File: config.mk
export PLATFORM = sky130hd
export DESIGN_NAME = ascii_decimal_to_int32_saturating_flat
export DESIGN_NICKNAME = d
export VERILOG_FILES = /design/src/hdl/adti_pkg.sv /design/src/hdl/adti_if.sv /design/src/hdl/ascii_decimal_to_int32_saturating.sv /design/src/hdl/adti_front.sv /design/src/hdl/adti_queue.sv /design/src/hdl/adti_back.sv /design/src/flat_wrapper.sv
export SDC_FILE = /design/constraint.sdc
export NUM_CORES = 1
export LEC_CHECK = 0
export BUFFER_PORTS_ARGS = -buffer_cell sky130_fd_sc_hd__buf_4
export CAP_MARGIN = 0
export CORE_ASPECT_RATIO = 0.8
export CORE_MARGIN = 2
export CORE_UTILIZATION = 60
export CTS_BUF_LIST = sky130_fd_sc_hd__clkbuf_4 sky130_fd_sc_hd__clkbuf_8 sky130_fd_sc_hd__clkbuf_16
export CTS_CLUSTER_DIAMETER = 120
export DETAILED_ROUTE_END_ITERATION = 12
export PLACE_DENSITY = 0.78
export SYNTH_ARGS = -nofsm -noshare
export SYNTH_HDL_FRONTEND = slang
export SYNTH_SLANG_ARGS = --single-unit
File: constraint.sdc
create_clock -name clk -period 12.6 [get_ports clk]
set_clock_uncertainty 0.15 [all_clocks]
set_input_delay 1.26 -clock clk [delete_from_list [all_inputs] [get_ports clk]]
set_output_delay 1.26 -clock clk [all_outputs]
set_load 0.005 [all_outputs]
File: src/hdl/adti_pkg.sv
// ----------------------------------------------------------------------------
// adti_pkg: shared types and constants for the ASCII decimal to int32 parser
// Character codes, token classes, parse phases, limits and queue sizing.
// ----------------------------------------------------------------------------
`default_nettype none

package adti_pkg;

  // Character codes
  localparam logic [7:0] CHR_SPACE = 8'h20;
  localparam logic [7:0] CHR_PLUS  = 8'h2B;
  localparam logic [7:0] CHR_MINUS = 8'h2D;
  localparam logic [7:0] CHR_ZERO  = 8'h30;
  localparam logic [3:0] DIGIT_MAX = 4'd9;

  // Magnitude limits
  localparam logic [31:0] POS_LIMIT = 32'h7FFF_FFFF;
  localparam logic [31:0] NEG_LIMIT = 32'h8000_0000;
  localparam logic [31:0] MAG_SAT   = 32'hFFFF_FFFF;

  // Token queue between classifier and accumulator
  localparam int unsigned QDEPTH = 2;
  localparam int unsigned QIDX_W = 1;
  localparam int unsigned QCNT_W = 2;

  // Character class as seen by the accumulator
  typedef enum logic [2:0] {
    CLS_NONE  = 3'd0,
    CLS_SPACE = 3'd1,
    CLS_PLUS  = 3'd2,
    CLS_MINUS = 3'd3,
    CLS_DIGIT = 3'd4,
    CLS_OTHER = 3'd5
  } chr_cls_t;

  // Classified item
  typedef struct packed {
    chr_cls_t   cls;
    logic [3:0] digit;
    logic       last;
  } tok_t;

  // Head of the token queue
  typedef struct packed {
    logic valid;
    tok_t tok;
  } qhead_t;

  // Parse phase
  typedef enum logic [2:0] {
    PH_LEAD = 3'b001,
    PH_NUM  = 3'b010,
    PH_STOP = 3'b100
  } phase_t;

endpackage

`default_nettype wire

File: src/hdl/adti_if.sv
// ----------------------------------------------------------------------------
// adti_if: channel interfaces of the parser
// Character input channel and integer result channel, valid/ready handshake.
// ----------------------------------------------------------------------------
`default_nettype none

interface adti_in_if;
  logic       valid;
  logic       ready;
  logic [7:0] character;
  logic       char_valid;
  logic       last_char;

  modport source (output valid, output character, output char_valid,
                  output last_char, input ready);
  modport sink   (input valid, input character, input char_valid,
                  input last_char, output ready);
endinterface

interface adti_out_if;
  logic               valid;
  logic               ready;
  logic signed [31:0] value;
  logic               clamped;

  modport source (output valid, output value, output clamped, input ready);
  modport sink   (input valid, input value, input clamped, output ready);
endinterface

`default_nettype wire

File: src/hdl/ascii_decimal_to_int32_saturating.sv
// ----------------------------------------------------------------------------
// ascii_decimal_to_int32_saturating: streaming ASCII decimal to int32 parser
// Skips leading spaces, takes one sign, accumulates digits with saturation
// and gives a clamped signed 32-bit value at the end of each string.
// ----------------------------------------------------------------------------
//
//   channel  | direction | payload                           | transfer
//   ---------+-----------+-----------------------------------+-------------------
//   in_ch    | in        | character, char_valid, last_char  | valid && ready
//   out_ch   | out       | value, clamped                    | valid && ready
//
// One character per cycle while the token queue has room; the rate is set by the
// combinational multiply-by-ten-and-add step in the accumulator.
// The last character is first written into the queue, then popped into the result
// register, which offers the result on out_ch.
// Synchronous active-low reset clears phase, sign, magnitude and the queue.
// A stalled result holds the accumulator only when the next token is a last
// token; the two-entry queue keeps accepting characters until it fills.
// ----------------------------------------------------------------------------
`default_nettype none

module ascii_decimal_to_int32_saturating
  import adti_pkg::*;
(
  input  logic        clk,
  input  logic        rst_n,
  adti_in_if.sink     in_ch,
  adti_out_if.source  out_ch
);

  logic   q_ready;
  logic   push;
  tok_t   push_tok;
  logic   pop;
  qhead_t head;

  // Classifier
  adti_front u_front (
    .in_ch    (in_ch),
    .q_ready  (q_ready),
    .push     (push),
    .push_tok (push_tok)
  );

  // Token queue
  adti_queue u_queue (
    .clk      (clk),
    .rst_n    (rst_n),
    .push     (push),
    .push_tok (push_tok),
    .q_ready  (q_ready),
    .pop      (pop),
    .head     (head)
  );

  // Accumulator and result register
  adti_back u_back (
    .clk    (clk),
    .rst_n  (rst_n),
    .head   (head),
    .pop    (pop),
    .out_ch (out_ch)
  );

`ifndef NO_ASSERTIONS
  // Queue is never popped while empty
  a_pop_nonempty: assert property (@(posedge clk) disable iff (!rst_n)
    pop |-> head.valid)
    else $error("pop from empty token queue");

  // A finished string never overwrites a result still waiting
  a_no_overwrite: assert property (@(posedge clk) disable iff (!rst_n)
    pop && head.tok.last |-> !out_ch.valid || out_ch.ready)
    else $error("result overwritten while stalled");

  // A clamped result sits at one of the int32 limits
  a_clamp_value: assert property (@(posedge clk) disable iff (!rst_n)
    out_ch.valid && out_ch.clamped |->
      out_ch.value == POS_LIMIT || out_ch.value == NEG_LIMIT)
    else $error("clamped value off the int32 limits");
`endif

endmodule

`default_nettype wire

File: src/hdl/adti_front.sv
// ----------------------------------------------------------------------------
// adti_front: character classifier
// Takes input transfers and turns each character into a token for the queue.
// ----------------------------------------------------------------------------
`default_nettype none

module adti_front
  import adti_pkg::*;
(
  adti_in_if.sink in_ch,
  input  logic    q_ready,
  output logic    push,
  output tok_t    push_tok
);

  logic [7:0] ofs;

  assign in_ch.ready = q_ready;
  assign push        = in_ch.valid && q_ready;

  // Offset from '0'; a digit when it lands in 0..9
  assign ofs = in_ch.character - CHR_ZERO;

  always_comb begin
    push_tok.digit = ofs[3:0];
    push_tok.last  = in_ch.last_char;
    if (!in_ch.char_valid) begin
      push_tok.cls = CLS_NONE;
    end else if (in_ch.character == CHR_SPACE) begin
      push_tok.cls = CLS_SPACE;
    end else if (in_ch.character == CHR_PLUS) begin
      push_tok.cls = CLS_PLUS;
    end else if (in_ch.character == CHR_MINUS) begin
      push_tok.cls = CLS_MINUS;
    end else if (in_ch.character >= CHR_ZERO && ofs <= {4'd0, DIGIT_MAX}) begin
      push_tok.cls = CLS_DIGIT;
    end else begin
      push_tok.cls = CLS_OTHER;
    end
  end

endmodule

`default_nettype wire

File: src/hdl/adti_queue.sv
// ----------------------------------------------------------------------------
// adti_queue: token queue
// Two-entry FIFO between classifier and accumulator; head shown combinationally.
// ----------------------------------------------------------------------------
`default_nettype none

module adti_queue
  import adti_pkg::*;
(
  input  logic   clk,
  input  logic   rst_n,
  input  logic   push,
  input  tok_t   push_tok,
  output logic   q_ready,
  input  logic   pop,
  output qhead_t head
);

  tok_t              ent_r [QDEPTH];
  logic [QIDX_W-1:0] wr_ptr_r, wr_ptr_nxt;
  logic [QIDX_W-1:0] rd_ptr_r, rd_ptr_nxt;
  logic [QCNT_W-1:0] cnt_r, cnt_nxt;

  assign q_ready    = cnt_r != QCNT_W'(QDEPTH);
  assign head.valid = cnt_r != '0;
  assign head.tok   = ent_r[rd_ptr_r];

  // Pointer and fill update
  always_comb begin
    wr_ptr_nxt = push ? wr_ptr_r + 1'b1 : wr_ptr_r;
    rd_ptr_nxt = pop  ? rd_ptr_r + 1'b1 : rd_ptr_r;
    cnt_nxt    = cnt_r + QCNT_W'(push) - QCNT_W'(pop);
  end

  always_ff @(posedge clk) begin
    if (!rst_n) begin
      wr_ptr_r <= '0;
      rd_ptr_r <= '0;
      cnt_r    <= '0;
    end else begin
      wr_ptr_r <= wr_ptr_nxt;
      rd_ptr_r <= rd_ptr_nxt;
      cnt_r    <= cnt_nxt;
    end
  end

  // Entry storage
  always_ff @(posedge clk) begin
    if (push) begin
      ent_r[wr_ptr_r] <= push_tok;
    end
  end

endmodule

`default_nettype wire

File: src/hdl/adti_back.sv
// ----------------------------------------------------------------------------
// adti_back: phase tracker, digit accumulator and result register
// Pops tokens, builds the saturating magnitude, clamps it on the last token.
// ----------------------------------------------------------------------------
`default_nettype none

module adti_back
  import adti_pkg::*;
(
  input  logic      clk,
  input  logic      rst_n,
  input  qhead_t    head,
  output logic      pop,
  adti_out_if.source out_ch
);

  phase_t      ph_r, ph_nxt, ph_step;
  logic        neg_r, neg_nxt, neg_step;
  logic [31:0] mag_r, mag_nxt, mag_step;
  logic [35:0] prod;
  logic [31:0] mag_add;

  logic        out_valid_r, out_valid_nxt;
  logic        out_neg_r;
  logic [31:0] out_mag_r;

  // Pop unless a finished result would be overwritten
  assign pop = head.valid && (!head.tok.last || !out_valid_r || out_ch.ready);

  // mag * 10 + digit, saturating at all ones
  assign prod    = ({4'd0, mag_r} << 3) + ({4'd0, mag_r} << 1) + {32'd0, head.tok.digit};
  assign mag_add = (prod[35:32] != 4'd0) ? MAG_SAT : prod[31:0];

  // One token step
  always_comb begin
    ph_step  = ph_r;
    neg_step = neg_r;
    mag_step = mag_r;
    unique case (ph_r)
      PH_LEAD: begin
        case (head.tok.cls) inside
          CLS_NONE, CLS_SPACE: ;
          CLS_PLUS: ph_step = PH_NUM;
          CLS_MINUS: begin
            neg_step = 1'b1;
            ph_step  = PH_NUM;
          end
          CLS_DIGIT: begin
            mag_step = mag_add;
            ph_step  = PH_NUM;
          end
          default: ph_step = PH_STOP;
        endcase
      end
      PH_NUM: begin
        if (head.tok.cls == CLS_DIGIT) begin
          mag_step = mag_add;
        end else if (head.tok.cls != CLS_NONE) begin
          ph_step = PH_STOP;
        end
      end
      PH_STOP: ;
      default: ;
    endcase
  end

  // State update; the last token hands off and restarts
  always_comb begin
    ph_nxt        = ph_r;
    neg_nxt       = neg_r;
    mag_nxt       = mag_r;
    out_valid_nxt = out_valid_r && !out_ch.ready;
    if (pop) begin
      if (head.tok.last) begin
        ph_nxt        = PH_LEAD;
        neg_nxt       = 1'b0;
        mag_nxt       = '0;
        out_valid_nxt = 1'b1;
      end else begin
        ph_nxt  = ph_step;
        neg_nxt = neg_step;
        mag_nxt = mag_step;
      end
    end
  end

  always_ff @(posedge clk) begin
    if (!rst_n) begin
      ph_r        <= PH_LEAD;
      neg_r       <= 1'b0;
      mag_r       <= '0;
      out_valid_r <= 1'b0;
    end else begin
      ph_r        <= ph_nxt;
      neg_r       <= neg_nxt;
      mag_r       <= mag_nxt;
      out_valid_r <= out_valid_nxt;
    end
  end

  // Result register
  always_ff @(posedge clk) begin
    if (pop && head.tok.last) begin
      out_neg_r <= neg_step;
      out_mag_r <= mag_step;
    end
  end

  // Clamp to the int32 range for the sign
  always_comb begin
    out_ch.valid = out_valid_r;
    if (out_neg_r) begin
      out_ch.clamped = out_mag_r > NEG_LIMIT;
      out_ch.value   = out_ch.clamped ? NEG_LIMIT : 32'd0 - out_mag_r;
    end else begin
      out_ch.clamped = out_mag_r > POS_LIMIT;
      out_ch.value   = out_ch.clamped ? POS_LIMIT : out_mag_r;
    end
  end

endmodule

`default_nettype wire
File: src/flat_wrapper.sv
// flat-port wrapper written by rule: the top's interface ports become plain ports
module ascii_decimal_to_int32_saturating_flat import adti_pkg::*;
  (clk, rst_n, in_ch_valid, in_ch_character, in_ch_char_valid, in_ch_last_char, in_ch_ready, out_ch_valid, out_ch_value, out_ch_clamped, out_ch_ready);
  adti_in_if in_ch_i ();
  adti_out_if out_ch_i ();
  input  logic clk;
  input  logic rst_n;
  input wire logic [$bits(in_ch_i.valid)-1:0] in_ch_valid;
  input wire logic [$bits(in_ch_i.character)-1:0] in_ch_character;
  input wire logic [$bits(in_ch_i.char_valid)-1:0] in_ch_char_valid;
  input wire logic [$bits(in_ch_i.last_char)-1:0] in_ch_last_char;
  output wire logic [$bits(in_ch_i.ready)-1:0] in_ch_ready;
  output wire logic [$bits(out_ch_i.valid)-1:0] out_ch_valid;
  output wire logic [$bits(out_ch_i.value)-1:0] out_ch_value;
  output wire logic [$bits(out_ch_i.clamped)-1:0] out_ch_clamped;
  input wire logic [$bits(out_ch_i.ready)-1:0] out_ch_ready;
  assign in_ch_i.valid = in_ch_valid;
  assign in_ch_i.character = in_ch_character;
  assign in_ch_i.char_valid = in_ch_char_valid;
  assign in_ch_i.last_char = in_ch_last_char;
  assign in_ch_ready = in_ch_i.ready;
  assign out_ch_valid = out_ch_i.valid;
  assign out_ch_value = out_ch_i.value;
  assign out_ch_clamped = out_ch_i.clamped;
  assign out_ch_i.ready = out_ch_ready;
  ascii_decimal_to_int32_saturating u_core (.clk(clk), .rst_n(rst_n), .in_ch(in_ch_i), .out_ch(out_ch_i));
endmodule
==> flow_summary.ini, run 1 <==
[outcome]
outcome = complete, no violations

[layout]
num-nets-final = 909
fillers = 907
mostFrequentLayoutCells = 70 x nor2_1, 68 x nand2_1, 66 x ha_1
utilization_pct = 67.7
antenna_cells = 0
final_common_cell = nor2_1
fin_cells = 980
syn2layout_area_growth_pct = 10.3
drive_gt1_share_pct = 11.1

[floorplan]
core_sq_mm = 0.0115
dieArea_sq_mm = 0.0126
initial_core_util_pct = 61.4
io_pins = 49
fp-row-count = 35
chipWidth_microns = 125
die_y_microns = 101

[clock_network]
ctsResizeCount = 0
clock_path_buffers = 2
cts.reportedPaths.clkPinSlew_ps = 70
cts_sinks = 91
cts_made_buffers = 9
cts-hold-fix-buffers = 0
cts_tree = yes
cts-root-buf = clkbuf_16
postCtsSetupBuffers = 0
clk_latency_ps = 350
htree_num_levels = 3

[timing]
period_needed_ps = 5170
hold_viol_final = 0
tns_ps = 0
rsz0062_at_grt = no
period_share_pct = 41.0
drv_slew = 0
final-setup-viol-count = 0
fmax_mhz = 194
setup_ws_ps = 7430
max-slew-margin-rel_pct = 17.6
worstMarginPinSlew_ps = 1240

[worst_setup_path]
start_kind = flop
crit_arrival_ps = 3760
path_max_fanout = 23
criticalPathCategory = reg2out
worstSetupEndpointType = output port
cp.required_ps = 11190

[power_and_ir_drop]
power_leakage_nw = 3.26
vdd_drop_max_mv = 0.0793
power.density_mw_per_mm2 = 164
power_mw = 1.27

[routing]
vias = 6619
post_drt_via_cell_ratio = 6.75
drtIter0Drc = 630
drt_first_pass_iters = 7
ant_nets = 0
wl_per_cell_microns = 19.4
wl_mm = 19.0
drc = 0

[synthesis]
syn_inst = 802
ys_warn_count = 0
synth.cell_area_sq_mm = 0.00704
synth_cell_types = 71
yosys-top-cells-area = edfxtp_1 21%, dfxtp_1 12%, ha_1 12%, o22a_1 4.1%, nor2_1 3.8%
async_reset_ff_share_pct = 0
avgSynthCellArea_sq_um = 8.78
syn_nets = 884
yosys.area.top_type = edfxtp_1
synth_top_area_share_pct = 20.9
ys.flop_type = edfxtp_1
seq_area_frac_synth_pct = 32.8
synth-edff-count = 49
yosys_register_bits = 91

[place]
portBuffers = 48
dp_hpwl_mm = 14.2
pre_cts_ws_ps = 7850
dp_cells = 964
place.gp.congestion = 0.920

[global_routing]
grt_pass1_wl_mm = 30.3
grt_max_degree = 56
antenna_found_initial = 0
gr-total-overflow = 0
first_global_vias = 5911
grt_usage_pct = 29.5

[min_path]
hold_class = reg2reg

[job]
drv_cap = 0
flip-flops by register name, summed over array words and instances (netlist names), named ones only:
name and cells:
u_core.u_back.mag_r 32, u_core.u_back.out_mag_r 32, u_core.u_queue.ent_r 16, u_core.u_back.ph_r 3, u_core.u_queue.cnt_r 2, u_core.u_back.neg_r 1, u_core.u_back.out_ch.valid 1, u_core.u_back.out_neg_r 1
u_core.u_queue.rd_ptr_r 1, u_core.u_queue.wr_ptr_r 1
stage by stage:
stage / hold slack (ps) / area [sq um]
after floorplan: 282 / 7040
after global placement: 287 / 7450
after detailed placement: 301 / 7450
after CTS: 311 / 7770
after global routing: 353 / 7770
final: 310 / 7770
cells in the mapped netlist (all sizes together) (2+ instances only):
cell and number:
edfxtp 49, nor2 72, a211o 2, o22a 33, fa 2, o2111ai 3, buf 16, o311ai 19
nor4 3, nand2 68, or4 2, nor3 49, inv 23, clkbuf 24, or3 11, nand3 9
nand2b 9, xor2 9, and3 6, nand4 8, o211ai 6, o22ai 3, mux2i 2, o21bai 2
a21o 14, a22o 2, a2111oi 2, a21boi 4, a22oi 4, ha 66, mux2 6, a31oi 9
o21a 9, a21oi 53, a211oi 31, xnor2 22, nand4b 2, or2 4, dfxtp 42, nor2b 10
and2 15, or3b 3, o21ai 57, and4 2, a41o 2
worst paths after layout:
check	from	endpoint	slack (ps)	depth (start not counted)
worst max-delay path	u_core.u_back.out_mag_r[1]$_DFFE_PP_	out_ch_value[27]	7430	11
worst min-delay path	u_core.u_back.neg_r$_SDFFE_PN0P_	u_core.u_back.neg_r$_SDFFE_PN0P_	310	2
worst max register to register	flop	u_core.u_back.mag_r[20]$_SDFFE_PN0P_	7780	14
worst min register to register	u_core.u_back.neg_r$_SDFFE_PN0P_	u_core.u_back.neg_r$_SDFFE_PN0P_	310	2
logic make-up (layout without fill, tap and decap cells):
kind of cell,Yosys count,after routing,share of synthesized area (%)
and+or+nand+nor,274,274,19.6
xor gates and xnor gates,31,31,3.86
adders and majority gates,68,68,12.3
AOI/OAI and AO/OA,267,267,26.3
muxes,8,8,1.24
buffers and inverters,63,93,3.86
DFF,91,91,32.8
cell type report:
class / count / area (sq um) / area share [%]
Tap cell: 148 / 185 / 2.38
Multi-Input combinational cell: 648 / 4460 / 57.5
Timing Repair Buffer: 54 / 405 / 5.22
Inverter: 23 / 86.3 / 1.11
Sequential cell: 91 / 2310 / 29.8
Clock inverter: 7 / 90.1 / 1.16
Clock buffer: 9 / 225 / 2.90
worst max-delay path: stages (launching register included):
cell,delay (ps)
edfxtp_1,430
inv_1,90
ha_1,190
or3b_1,470
nor4_4,320
nand3_2,160
nor4_4,420
a21boi_2,130
buf_4,230
nand2b_4,260
o311ai_0,510
buf_4,200
layer usage:
metal,share of wire (%),GRT usage [%],wire length (microns),up-vias
met1,48,43.9,9050,3174
met3,8.1,5.04,1540,36
met2,43,45.5,8200,308
met5,0,0,0,-
met4,1.4,6.07,259,0
li1,-,-,-,3101
where the power goes:
part | leakage, nW | internal, mW | switching, mW
registers | 0.804 | 0.390 | 0.0727
clock network | 0.156 | 0.160 | 0.127
logic | 2.30 | 0.228 | 0.296
total | 3.26 | 0.778 | 0.496
(Power assumes the default switching activity.)
==> inputs of run 2 (changes only) <==
==> constraint.sdc (replaced) <==
create_clock -name clk -period 4.9 [get_ports clk]
set_clock_uncertainty 0.15 [all_clocks]
set_input_delay 0.49 -clock clk [delete_from_list [all_inputs] [get_ports clk]]
set_output_delay 0.49 -clock clk [all_outputs]
set_load 0.005 [all_outputs]
==> flow_summary.ini, run 2 (synthesis gave the netlist of run 1 again) <==
[outcome]
outcome = complete, no violations

[min_path]
hold_class = in2reg

[timing]
period_needed_ps = 4580
max-slew-margin-rel_pct = 49.4
hold_viol_final = 0
rsz0062_at_grt = no
tns_ps = 0
setup_ws_ps = 324
fmax_mhz = 219
worstMarginPinSlew_ps = 756
drv_slew = 0
final-setup-viol-count = 0
period_share_pct = 93.4

[clock_network]
cts-hold-fix-buffers = 0
clk_latency_ps = 350
cts_sinks = 91
clock_path_buffers = 2
postCtsSetupBuffers = 0
cts_made_buffers = 9
ctsResizeCount = 0
cts-root-buf = clkbuf_16
cts.reportedPaths.clkPinSlew_ps = 70
htree_num_levels = 3
cts_tree = yes

[worst_setup_path]
worstSetupEndpointType = flop
crit_arrival_ps = 4680
criticalPathCategory = reg2reg
cp.buffers_inverters = 3
cpLargestDelayFamily = compound AO/OA/AOI/OAI gates
crit_path_max_incr_delay_ps = 510
cp.required_ps = 5000
cp_slowest_cell = buf_4
crit_chain = buf_4, mux2_2, ha_1, ha_1, inv_1, fa_1, nand2b_1, a21oi_2, o21ai_1, a211o_1, a2111oi_2, nor3_1, o2111ai_4, buf_4, a211oi_1, nor3_1
start_kind = flop
path_max_fanout = 55

[floorplan]
fp-row-count = 35
io_pins = 49
core_sq_mm = 0.0115
die_y_microns = 101
initial_core_util_pct = 61.4
dieArea_sq_mm = 0.0126
chipWidth_microns = 125

[layout]
drive_gt1_share_pct = 11.6
antenna_cells = 0
final_common_cell = nor2_1
reg_top3 = u_core.u_back.mag_r x32, u_core.u_back.out_mag_r x32, u_core.u_queue.ent_r x16
mostFrequentLayoutCells = 70 x nor2_1, 68 x nand2_1, 66 x ha_1
syn2layout_area_growth_pct = 10.5
num-nets-final = 914

[routing]
drtIter0Drc = 608
drc = 0
wl_mm = 18.9
ant_nets = 0
vias = 6582
wl_per_cell_microns = 19.2
post_drt_via_cell_ratio = 6.68
drt_first_pass_iters = 5

[global_routing]
met3_usage_pct = 4.56
antenna_found_initial = 0
first_global_vias = 5936
grt_max_degree = 56
gr-total-overflow = 0
use_met2_pct = 47.7
grt_pass1_wl_mm = 30.7
grt_usage_pct = 30.0
grtUsageMet1_pct = 43.5
gr-max-usage-layer = met2

[power_and_ir_drop]
power.density_mw_per_mm2 = 415
power_leakage_nw = 3.27
vdd_drop_max_mv = 0.230

[place]
pre_cts_ws_ps = 387
portBuffers = 48
dp_hpwl_mm = 14.2
place.gp.congestion = 0.939

[job]
drv_cap = 0
run 2: changes by cell type in the layout (fill, tap and decap cells not counted):
cell,previous run,this run
buf_4,54,59
bufinv_16,1,0
clkinv_4,2,1
clkinvlp_4,0,1
inv_6,1,2
run 2: final cells by class:
cell class / count / area [sq um]
inverter: 23 / 86.3
fill: 930 / 3690
clock inverter: 7 / 67.6
sequential: 91 / 2310
clock buffer: 9 / 225
tap: 148 / 185
timing repair buffer: 59 / 443
multi-input combinational: 648 / 4460
run 2: final timing paths:
check,startpoint,to,slack [ps],cells after the start
max reg2reg,flop,u_core.u_back.mag_r[13]$_SDFFE_PN0P_,320,16
min reg2reg,u_core.u_back.ph_r[0]$_SDFFE_PN1P_,u_core.u_back.ph_r[0]$_SDFFE_PN1P_,330,1
max,flop,u_core.u_back.mag_r[13]$_SDFFE_PN0P_,320,16
min,in_ch_last_char,u_core.u_queue.ent_r[1][0]$_DFFE_PP_,170,1
run 2: routing by layer:
layer	up-vias	part of all wire [%]
li1	3116	-
met3	35	8.5
met2	315	44
met4	0	1.3
met1	3116	46
met5	-	0
run 2: per-stage QoR:
| stage | hold WS (ps) | cell area, sq um | util (%) | cells | power (mW) |
|---|---|---|---|---|---|
| CTS | 168 | 7780 | 67.8 | 985 | 3.21 |
| global route | 167 | 7780 | 67.8 | 985 | 3.40 |
| floorplan | 282 | 7040 | - | 802 | 2.03 |
| finish | 173 | 7780 | 67.8 | 985 | 3.23 |
| global placement | 294 | 7490 | 65.3 | 969 | 2.47 |
| detailed placement | 306 | 7490 | 65.3 | 969 | 2.52 |
run 2: where the power goes:
part	switching [mW]	leakage (nW)	total, mW	internal [mW]
sequential	0.176	0.804	1.18	1.00
combinational	0.764	2.32	1.36	0.592
clock	0.334	0.142	0.694	0.360
total	1.27	3.27	3.23	1.96
run 2: worst register-to-register path: cells and delay by family, from the launching register on:
| family | cells | cell delay [ps] |
|---|---|---|
| fa+ha+maj | 3 | 880 |
| simple gates | 3 | 600 |
| mux | 1 | 360 |
| buf+inv | 3 | 750 |
| compound gates | 6 | 1410 |
| flops | 1 | 340 |
